### config.mk
export PLATFORM = sky130hd
export DESIGN_NAME = command_slot_manager
export DESIGN_NICKNAME = d
export VERILOG_FILES = /design/src/hdl/csm_pkg.sv /design/src/hdl/csm_cell.sv /design/src/hdl/csm_enc.sv /design/src/hdl/command_slot_manager.sv
export SDC_FILE = /design/constraint.sdc
export NUM_CORES = 1
export LEC_CHECK = 0
export BUFFER_PORTS_ARGS = -buffer_cell sky130_fd_sc_hd__buf_2
export CAP_MARGIN = 10
export CELL_PAD_IN_SITES_DETAIL_PLACEMENT = 0
export CELL_PAD_IN_SITES_GLOBAL_PLACEMENT = 1
export CORE_MARGIN = 5
export CORE_UTILIZATION = 35
export CTS_BUF_LIST = sky130_fd_sc_hd__clkbuf_16
export DETAILED_ROUTE_END_ITERATION = 6
export PLACE_DENSITY_LB_ADDON = 0.1
export SLEW_MARGIN = 25
export SYNTH_ARGS = -nofsm -noshare
export SYNTH_HDL_FRONTEND = slang
export SYNTH_SLANG_ARGS = --single-unit
### constraint.sdc
create_clock -name clk -period 6.1 [get_ports clk]
set_input_delay 1.22 -clock clk [delete_from_list [all_inputs] [get_ports clk]]
set_output_delay 1.22 -clock clk [all_outputs]
set_load 0.01 [all_outputs]
### src/hdl/csm_pkg.sv
// ----------------------------------------------------------------------------
// csm_pkg: shared types and constants for the command slot manager
// Mode codes, field widths and the per-cell command struct.
// ----------------------------------------------------------------------------
`default_nettype none

package csm_pkg;

    localparam int SLOT_COUNT_DEF = 32;
    localparam int SLOT_IDX_W     = 5;
    localparam int MASK_W         = 32;
    localparam int MODE_W         = 3;
    localparam int IN_DATA_W      = 40;
    localparam int OUT_DATA_W     = 104;

    typedef enum logic [MODE_W-1:0] {
        MODE_RESERVE  = 3'd0,
        MODE_RELEASE  = 3'd1,
        MODE_ISSUE    = 3'd2,
        MODE_COMPLETE = 3'd3,
        MODE_ERROR    = 3'd4
    } mode_t;

    typedef struct packed {
        logic reserve;
        logic release_op;
        logic issue;
        logic complete;
        logic flush;
    } cell_cmd_t;

endpackage

`default_nettype wire

### src/hdl/csm_cell.sv
// ----------------------------------------------------------------------------
// csm_cell: one command slot
// Holds the reserved, issued, done and failure marks of a slot and passes the
// free-slot search on to the next cell.
// ----------------------------------------------------------------------------
`default_nettype none

module csm_cell #(
    parameter logic [csm_pkg::SLOT_IDX_W-1:0] SLOT_ID = '0
) (
    input  wire                               clk,
    input  wire                               rst_n,
    input  csm_pkg::cell_cmd_t                cmd,
    input  wire  [csm_pkg::SLOT_IDX_W-1:0]    slot_index,
    input  wire                               outstanding,
    input  wire                               search_in,
    output logic                              search_out,
    output logic                              grant,
    output logic                              issue_hit,
    output logic                              completed,
    output logic                              failed
);

    logic reserved_reg, reserved_next;
    logic issued_reg, issued_next;
    logic done_reg, done_next;
    logic failure_reg, failure_next;
    logic sel;

    assign sel        = (slot_index == SLOT_ID);
    assign search_out = search_in & reserved_reg;
    assign grant      = cmd.reserve & search_in & ~reserved_reg;
    assign issue_hit  = cmd.issue & sel;
    assign completed  = cmd.complete & issued_reg & ~outstanding;
    assign failed     = cmd.flush & issued_reg & ~done_reg;

    always_comb
    begin
        reserved_next = reserved_reg;
        issued_next   = issued_reg;
        done_next     = done_reg;
        failure_next  = failure_reg;
        if (grant)
        begin
            reserved_next = 1'b1;
        end
        if (cmd.release_op && sel)
        begin
            reserved_next = 1'b0;
            issued_next   = 1'b0;
            done_next     = 1'b0;
            failure_next  = 1'b0;
        end
        if (issue_hit)
        begin
            issued_next  = 1'b1;
            done_next    = 1'b0;
            failure_next = 1'b0;
        end
        if (completed)
        begin
            issued_next  = 1'b0;
            done_next    = 1'b1;
            failure_next = 1'b0;
        end
        if (failed)
        begin
            issued_next  = 1'b0;
            done_next    = 1'b1;
            failure_next = 1'b1;
        end
    end

    always_ff @(posedge clk or negedge rst_n)
    begin
        if (!rst_n)
        begin
            reserved_reg <= 1'b0;
            issued_reg   <= 1'b0;
            done_reg     <= 1'b0;
            failure_reg  <= 1'b0;
        end
        else
        begin
            reserved_reg <= reserved_next;
            issued_reg   <= issued_next;
            done_reg     <= done_next;
            failure_reg  <= failure_next;
        end
    end

endmodule

`default_nettype wire

### src/hdl/csm_enc.sv
// ----------------------------------------------------------------------------
// csm_enc: grant encoder
// Turns the one-hot grant vector of the cell row into a slot number.
// ----------------------------------------------------------------------------
`default_nettype none

module csm_enc #(
    parameter int SLOT_COUNT = csm_pkg::SLOT_COUNT_DEF
) (
    input  wire  [SLOT_COUNT-1:0]             onehot,
    output logic [csm_pkg::SLOT_IDX_W-1:0]    idx
);

    always_comb
    begin
        idx = '0;
        for (int i = 0; i < SLOT_COUNT; i++)
        begin
            if (onehot[i])
            begin
                idx = idx | csm_pkg::SLOT_IDX_W'(i);
            end
        end
    end

endmodule

`default_nettype wire

### src/hdl/command_slot_manager.sv
// Each input transfer's result is registered and shown on the output in the cycle after the transfer.
// One event per cycle while the output is not stalled; the cell row updates every slot at once.
// The free-slot search ripples through the cell row within the cycle of the input transfer.
// Reset clears every slot mark and empties the output register; no sweep.
// ----------------------------------------------------------------------------
// command_slot_manager: command slot allocator and status tracker
// A row of slot cells handles reserve, release, issue, completion and error
// flush events; each result is held in an output register until taken.
// ----------------------------------------------------------------------------
`default_nettype none

module command_slot_manager #(
    parameter int SLOT_COUNT = csm_pkg::SLOT_COUNT_DEF
) (
    input  wire                                clk,
    input  wire                                rst_n,
    input  wire                                s_tvalid,
    output logic                               s_tready,
    // mode[2:0], slot_index[7:3], outstanding_mask[39:8]
    input  wire  [csm_pkg::IN_DATA_W-1:0]      s_tdata,
    output logic                               m_tvalid,
    input  wire                                m_tready,
    // granted_slot[4:0], grant_valid[5], issue_bits[37:6],
    // completed_mask[69:38], failed_mask[101:70], zero[103:102]
    output logic [csm_pkg::OUT_DATA_W-1:0]     m_tdata
);

    logic                              accept;
    logic [csm_pkg::MODE_W-1:0]        mode;
    logic [csm_pkg::SLOT_IDX_W-1:0]    slot_index;
    logic [csm_pkg::MASK_W-1:0]        outstanding_mask;
    csm_pkg::cell_cmd_t                cmd;
    logic [SLOT_COUNT:0]               search;
    logic [SLOT_COUNT-1:0]             grant_vec;
    logic [SLOT_COUNT-1:0]             issue_vec;
    logic [SLOT_COUNT-1:0]             comp_vec;
    logic [SLOT_COUNT-1:0]             fail_vec;
    logic [csm_pkg::SLOT_IDX_W-1:0]    grant_idx;
    logic                              out_valid_reg;
    logic [csm_pkg::OUT_DATA_W-1:0]    out_data_reg, out_data_next;

    assign mode             = s_tdata[2:0];
    assign slot_index       = s_tdata[7:3];
    assign outstanding_mask = s_tdata[39:8];

    assign s_tready = !out_valid_reg || m_tready;
    assign accept   = s_tvalid && s_tready;

    always_comb
    begin
        cmd = '0;
        unique case (mode)
            csm_pkg::MODE_RESERVE:  cmd.reserve    = accept;
            csm_pkg::MODE_RELEASE:  cmd.release_op = accept;
            csm_pkg::MODE_ISSUE:    cmd.issue      = accept;
            csm_pkg::MODE_COMPLETE: cmd.complete   = accept;
            csm_pkg::MODE_ERROR:    cmd.flush      = accept;
            default:                cmd = '0;
        endcase
    end

    assign search[0] = 1'b1;

    for (genvar g = 0; g < SLOT_COUNT; g++)
    begin : g_cell
        csm_cell #(
            .SLOT_ID(csm_pkg::SLOT_IDX_W'(g))
        ) u_cell (
            .clk        (clk),
            .rst_n      (rst_n),
            .cmd        (cmd),
            .slot_index (slot_index),
            .outstanding(outstanding_mask[g]),
            .search_in  (search[g]),
            .search_out (search[g+1]),
            .grant      (grant_vec[g]),
            .issue_hit  (issue_vec[g]),
            .completed  (comp_vec[g]),
            .failed     (fail_vec[g])
        );
    end

    csm_enc #(
        .SLOT_COUNT(SLOT_COUNT)
    ) u_enc (
        .onehot(grant_vec),
        .idx   (grant_idx)
    );

    assign out_data_next = {2'b00,
                            csm_pkg::MASK_W'(fail_vec),
                            csm_pkg::MASK_W'(comp_vec),
                            csm_pkg::MASK_W'(issue_vec),
                            |grant_vec,
                            grant_idx};

    always_ff @(posedge clk or negedge rst_n)
    begin
        if (!rst_n)
        begin
            out_valid_reg <= 1'b0;
        end
        else if (accept)
        begin
            out_valid_reg <= 1'b1;
        end
        else if (m_tready)
        begin
            out_valid_reg <= 1'b0;
        end
    end

    always_ff @(posedge clk)
    begin
        if (accept)
        begin
            out_data_reg <= out_data_next;
        end
    end

    assign m_tvalid = out_valid_reg;
    assign m_tdata  = out_data_reg;

`ifndef SYNTHESIS
    a_grant_onehot: assert property (@(posedge clk) disable iff (!rst_n)
        $onehot0(grant_vec))
        else $error("more than one slot granted");

    a_stall_blocks_input: assert property (@(posedge clk) disable iff (!rst_n)
        (out_valid_reg && !m_tready) |-> !s_tready)
        else $error("input taken while result is stalled");

    a_result_follows: assert property (@(posedge clk) disable iff (!rst_n)
        accept |=> m_tvalid)
        else $error("transfer produced no result");

    a_single_event: assert property (@(posedge clk) disable iff (!rst_n)
        $onehot0({|grant_vec, |issue_vec, |comp_vec, |fail_vec}))
        else $error("one event updated slots in several ways");
`endif

endmodule

`default_nettype wire
# ---- After elaboration in Yosys (flattened, before gate mapping)
# Index checks and enable logic that the tools add are counted.
dict set report totals {
  regBits 199
}
dict set report op_classes {
  n_eq_ne 35
  muxes 321
  bitwise 349
  n_reduce_logical 107
}
# op n
set ops {}
lappend ops {{$mux 1} 299}
lappend ops {{$and 1x1->1} 253}
lappend ops {{$reduce_bool 4->1} 32}
lappend ops {{$not 1->1} 96}
lappend ops {{$eq 5x5->1 const B} 16}
lappend ops {{$reduce_bool 2->1} 33}
lappend ops {{$eq 5x4->1 const B} 8}
lappend ops {{$logic_and 1x1->1} 33}
lappend ops {{$mux 4} 8}
lappend ops {{$reduce_or 32->1} 1}
lappend ops {{$mux 3} 8}
lappend ops {{$eq 5x3->1 const B} 4}
lappend ops {{$reduce_or 16->1} 1}
lappend ops {{$mux 2} 6}
lappend ops {{$eq 5x2->1 const B} 2}
lappend ops {{$reduce_or 8->1} 1}
lappend ops {{$eq 3x2->1 const B} 2}
lappend ops {{$eq 5x1->1 const B} 1}
lappend ops {{$logic_not 5->1} 1}
lappend ops {{$reduce_or 4->1} 1}
lappend ops {{$eq 3x1->1 const B} 1}
lappend ops {{$eq 3x3->1 const B} 1}
lappend ops {{$logic_not 3->1} 1}
lappend ops {{$reduce_or 2->1} 1}
lappend ops {{2 further kinds} 2}

# ---- Depth between registers and ports, before layout
dict set report logic_depth {
  word_depth 34
  mapped_depth 9
  mapped_depth_nobuf 6
}

# ---- Modules after synthesis
# From an unflattened synthesis, not the netlist that was laid out.
dict set report hier_totals {
  cells_unflattened 839
  area_unflattened_um2 9690.5
}
# module n_inst cells_each area_per_inst_um2 seq_area_each_um2
set modules_own_cells {}
lappend modules_own_cells {command_slot_manager 1 128 3254.4 3088.0}
lappend modules_own_cells {{csm_cell at g_cell[10].u_cell ...} 6 22 209.0 75.1}
lappend modules_own_cells {{csm_cell at g_cell[19].u_cell ...} 5 20 183.9 75.1}
lappend modules_own_cells {{csm_cell at g_cell[11].u_cell ...} 4 22 203.9 75.1}
lappend modules_own_cells {{csm_cell at g_cell[17].u_cell ...} 4 20 195.2 75.1}
lappend modules_own_cells {{csm_cell at g_cell[1].u_cell ...} 4 22 193.9 75.1}
lappend modules_own_cells {{csm_cell at g_cell[29].u_cell ...} 2 23 193.9 75.1}
lappend modules_own_cells {{csm_cell at g_cell[23].u_cell ...} 2 20 182.7 75.1}
lappend modules_own_cells {{csm_cell at g_cell[31].u_cell} 1 24 219.0 75.1}
lappend modules_own_cells {{csm_cell at g_cell[28].u_cell} 1 24 209.0 75.1}
lappend modules_own_cells {{csm_cell at g_cell[15].u_cell} 1 22 192.7 75.1}
lappend modules_own_cells {{csm_cell at g_cell[16].u_cell} 1 20 192.7 75.1}
lappend modules_own_cells {{csm_cell at g_cell[0].u_cell} 1 23 186.4 75.1}
lappend modules_own_cells {csm_enc 1 24 137.6 0.0}

# ---- Least setup slack after synthesis
# Ideal clock, no wire load.
dict set report synth_path {
  path_type {input port to flip-flop}
  from {input port m_tready}
  to {register out_data_reg (netlist bit m_tdata[0]), enable pin}
  setup_ps 565
  arrival_time_ps 5711
  path_slack_ps -177
  path_stages 3
  path_buffers 1
  path_cell_list {nor2b_1 -> buf_2 -> nor2_1}
}
dict set report synth_via {
  elab_chain_len 2
}
# item line_no
set synth_rtl {}
lappend synth_rtl {{start, declared} command_slot_manager.sv:22} ;# input wire m_tready,
lappend synth_rtl {{$logic_or 1x1->1} command_slot_manager.sv:46} ;# assign s_tready = !out_valid_reg || m_tready;
lappend synth_rtl {{$logic_and 1x1->1} command_slot_manager.sv:47} ;# assign accept = s_tvalid && s_tready;
lappend synth_rtl {{via accept} command_slot_manager.sv:28} ;# logic accept;
lappend synth_rtl {{end signal, assigned} command_slot_manager.sv:117} ;# out_data_reg <= out_data_next;
lappend synth_rtl {{end, declared} command_slot_manager.sv:40} ;# logic [csm_pkg::OUT_DATA_W-1:0] out_data_reg, out_data_next;
# The timed path passes the listed nets, and every way through them passes these cells.
# A chain may end at the register's enable or synchronous reset.

# ---- Final worst setup path
dict set report layout_path {
  from {input port m_tready}
  to {output port s_tready}
}
dict set report layout_via {
  elab_chain_len 1
}
# item line_no
set layout_rtl {}
lappend layout_rtl {{$logic_or 1x1->1} command_slot_manager.sv:46}
lappend layout_rtl {{end, declared} command_slot_manager.sv:18} ;# output logic s_tready,
# Every way passes these cells.

==> impl_metrics.toml <==
[clock_tree]
ctsResizeCount = 0
cts-hold-fix-buffers = 0
cts_made_buffers = 17
cts-root-buf = "clkbuf_16"
clock_sinks = 199
htree_levels = 4
postCtsSetupBuffers = 0
cts_tree = "yes"
clkLatencyLatePin_ns = 0.43
cts_buffer_depth = 2
clk_pin_slew_ns = 0.08

[power]
p_per_area_nw_per_um2 = 280
vdd_drop_max_mv = 0.143
finalPower_mw = 2.89
p_leak_nw = 4.12

[drt]
wirelength_mm = 26.6
num_vias = 6647
drtPass1Iterations = 5
route.detailed.drc = 0
wire_per_inst_um = 21.8
vias_per_cell = 5.44
drtAntennaViolNets = 0
drt-initial-drc-count = 467

[job]
cap_violations = 0

[layout]
antenna_cells = 0
fin_cells = 1221
syn_to_final_growth_pct = 18.5
largest_reg_flops = 102
final_core_util = 0.422
drive_gt1_frac = 0.242
fillers = 2399
finalNetCount = 928
final_cell_area_um2 = 10300

[critical_path]
cp-startpoint = "m_tready"
required_ns = 4.88
crit_top_cell = "buf_2"
start_kind = "primary input"
critical_path_peak_fanout = 8
r2r_start = "m_tvalid"
crit_slowest_cell = "nor2b_1"
max_stage_delay_ns = 0.69
endpoint_kind = "output pin"
arrival_ns = 2.39
path_delay_family = "simple AND/OR/NAND/NOR gates"
path_cells = "buf_2, nor2b_1, inv_2, buf_2"
crit_type = "in2out"
critPathBufInv = 3

[logic_synthesis]
synth_area_um2 = 8690
syn_inst = 741
yosysTopAreaCellShare = 0.353
ys_types = 45
ys.flop_type = "edfxtp_1"
ys_seq_area_frac = 0.632
avgSynthCellArea_um2 = 11.7
synth.most_common_cell = "edfxtp_1"
synth_common_cells = "102 x edfxtp_1, 100 x nand2_1, 97 x dfrtp_1"
synth_edf_count = 102
ys_ff_latch = 199
synth_area_leader_cell = "edfxtp_1"
synthArstFlopShare = 0.487
synth.area.top_cells = "edfxtp_1 35%, dfrtp_1 28%, nand2_1 4.3%"
ys.warnings.count = 0

[floorplan]
die_x_um = 168
die-area_um2 = 28100
top_level_ports = 150
rows = 57
die_y_um = 168
core_um2 = 24400
initial_core_util = 0.356

[sta]
skew_ns = 0.0126
worstMarginPinSlew_ns = 1.07
finalSetupTns_ns = 0
max_slew_margin = 0.286
grt_setup_unrepaired = "false"
period_minus_slack_ns = 3.61
finalSetupViolations = 0
slew_violations = 0
timing.fmax_mhz = 277
period_share = 0.593
hold_violations = 0

[global_route]
first_global_vias = 6685
grt_max_degree = 65
grt_pass1_wl_mm = 41.0
antenna_found_initial = 2
grt_util_all_layers = 0.190
grt_overflow = 0

[worst_hold_path]
hold_class = "reg2reg"
hp-start = "g_cell[12].u_cell.issued_reg"

[place]
port_buffers = 147
place_hpwl_mm = 18.5
dp_cells = 1189
gp_congestion = 0.848
placed_area_um2 = 9730

[outcome]
status = "finished clean"
-- cell families after synthesis --
logic type,Yosys count,share of synthesized area
AND/OR/NAND/NOR,295,0.195
AO/OA/AOI/OAI,202,0.146
flip-flops,199,0.632
buffers and inverters,44,0.0261
other,1,0.000432
-- through the flow --
step	setup WS, ns	hold slack (ns)
2_1_floorplan	1.56	0.470
3_3_place_gp	2.28	0.494
3_5_place_dp	2.16	0.505
4_1_cts	2.47	0.517
5_1_grt	2.38	0.540
6_report	2.49	0.517
-- worst register-to-register path, stage by stage, from the launching register on --
cell,delay (ns)
dfrtp_1,0.33
nor2b_1,0.72
or3_2,0.95
buf_4,0.49
o22ai_1,0.15
nand2_1,0.15
o21a_1,0.12
-- routing by layer --
layer / share of wire / global-route usage / vias up
met4: 0.016 / 0.0483 / 4
li1: - / - / 3047
met5: 0.00086 / 0 / -
met3: 0.055 / 0.0410 / 33
met2: 0.45 / 0.289 / 236
met1: 0.48 / 0.276 / 3327
-- worst paths after layout --
check | cells after the start | slack, ns | to
min reg2reg | 1 | 0.52 | g_cell[12].u_cell.issued_reg
min | 1 | 0.52 | g_cell[12].u_cell.issued_reg
max in group asynchronous | 2 | 4.09 | g_cell[18].u_cell.done_reg
min in group asynchronous | 1 | 0.74 | g_cell[21].u_cell.issued_reg
max reg2reg | 6 | 3.14 | g_cell[5].u_cell.issued_reg
max | 4 | 2.49 | s_tready
-- power by group --
part           leakage [nW]  switching, mW  internal (mW)
combinational          1.52          0.150         0.0877
sequential             2.32         0.0571           1.50
clock                 0.283          0.552          0.543
-- area by class of cell --
| type | instances | area (um^2) | area share |
|---|---|---|---|
| flip-flops and latches | 199 | 5490 | 0.533 |
| clock buffers | 17 | 425 | 0.0413 |
| clock inverters | 15 | 140 | 0.0136 |
| inverters | 12 | 45.0 | 0.00437 |
| multi-input cells | 499 | 2990 | 0.291 |
| well taps | 324 | 405 | 0.0394 |
| repair buffers | 155 | 798 | 0.0775 |
-- layout by cell type, fill, tap and decap left out, types with 2 or more instances in the layout --
| cell | n |
|---|---|
| nor3b_1 | 50 |
| nor3_1 | 12 |
| nor3b_2 | 16 |
| nor2_1 | 48 |
| dfrtp_1 | 97 |
| o22ai_1 | 34 |
| inv_1 | 13 |
| a21oi_1 | 39 |
| nand4_1 | 11 |
| a31oi_1 | 11 |
| or3_1 | 4 |
| a22oi_1 | 14 |
| inv_8 | 5 |
| a21boi_0 | 22 |
| nor2_4 | 4 |
| conb_1 | 2 |
| nand4_2 | 2 |
| and3_1 | 3 |
| nor2b_1 | 7 |
| clkinv_4 | 4 |
| nand2b_1 | 10 |
| nand2_1 | 100 |
| nand3_1 | 11 |
| and4_1 | 4 |
| buf_2 | 146 |
| nor3_2 | 3 |
| o21ai_0 | 41 |
| buf_4 | 9 |
| edfxtp_1 | 102 |
| clkbuf_16 | 17 |
| inv_6 | 2 |
| a41oi_1 | 5 |
| o32ai_1 | 2 |
| o21a_1 | 30 |
(Power assumes the default switching activity.)
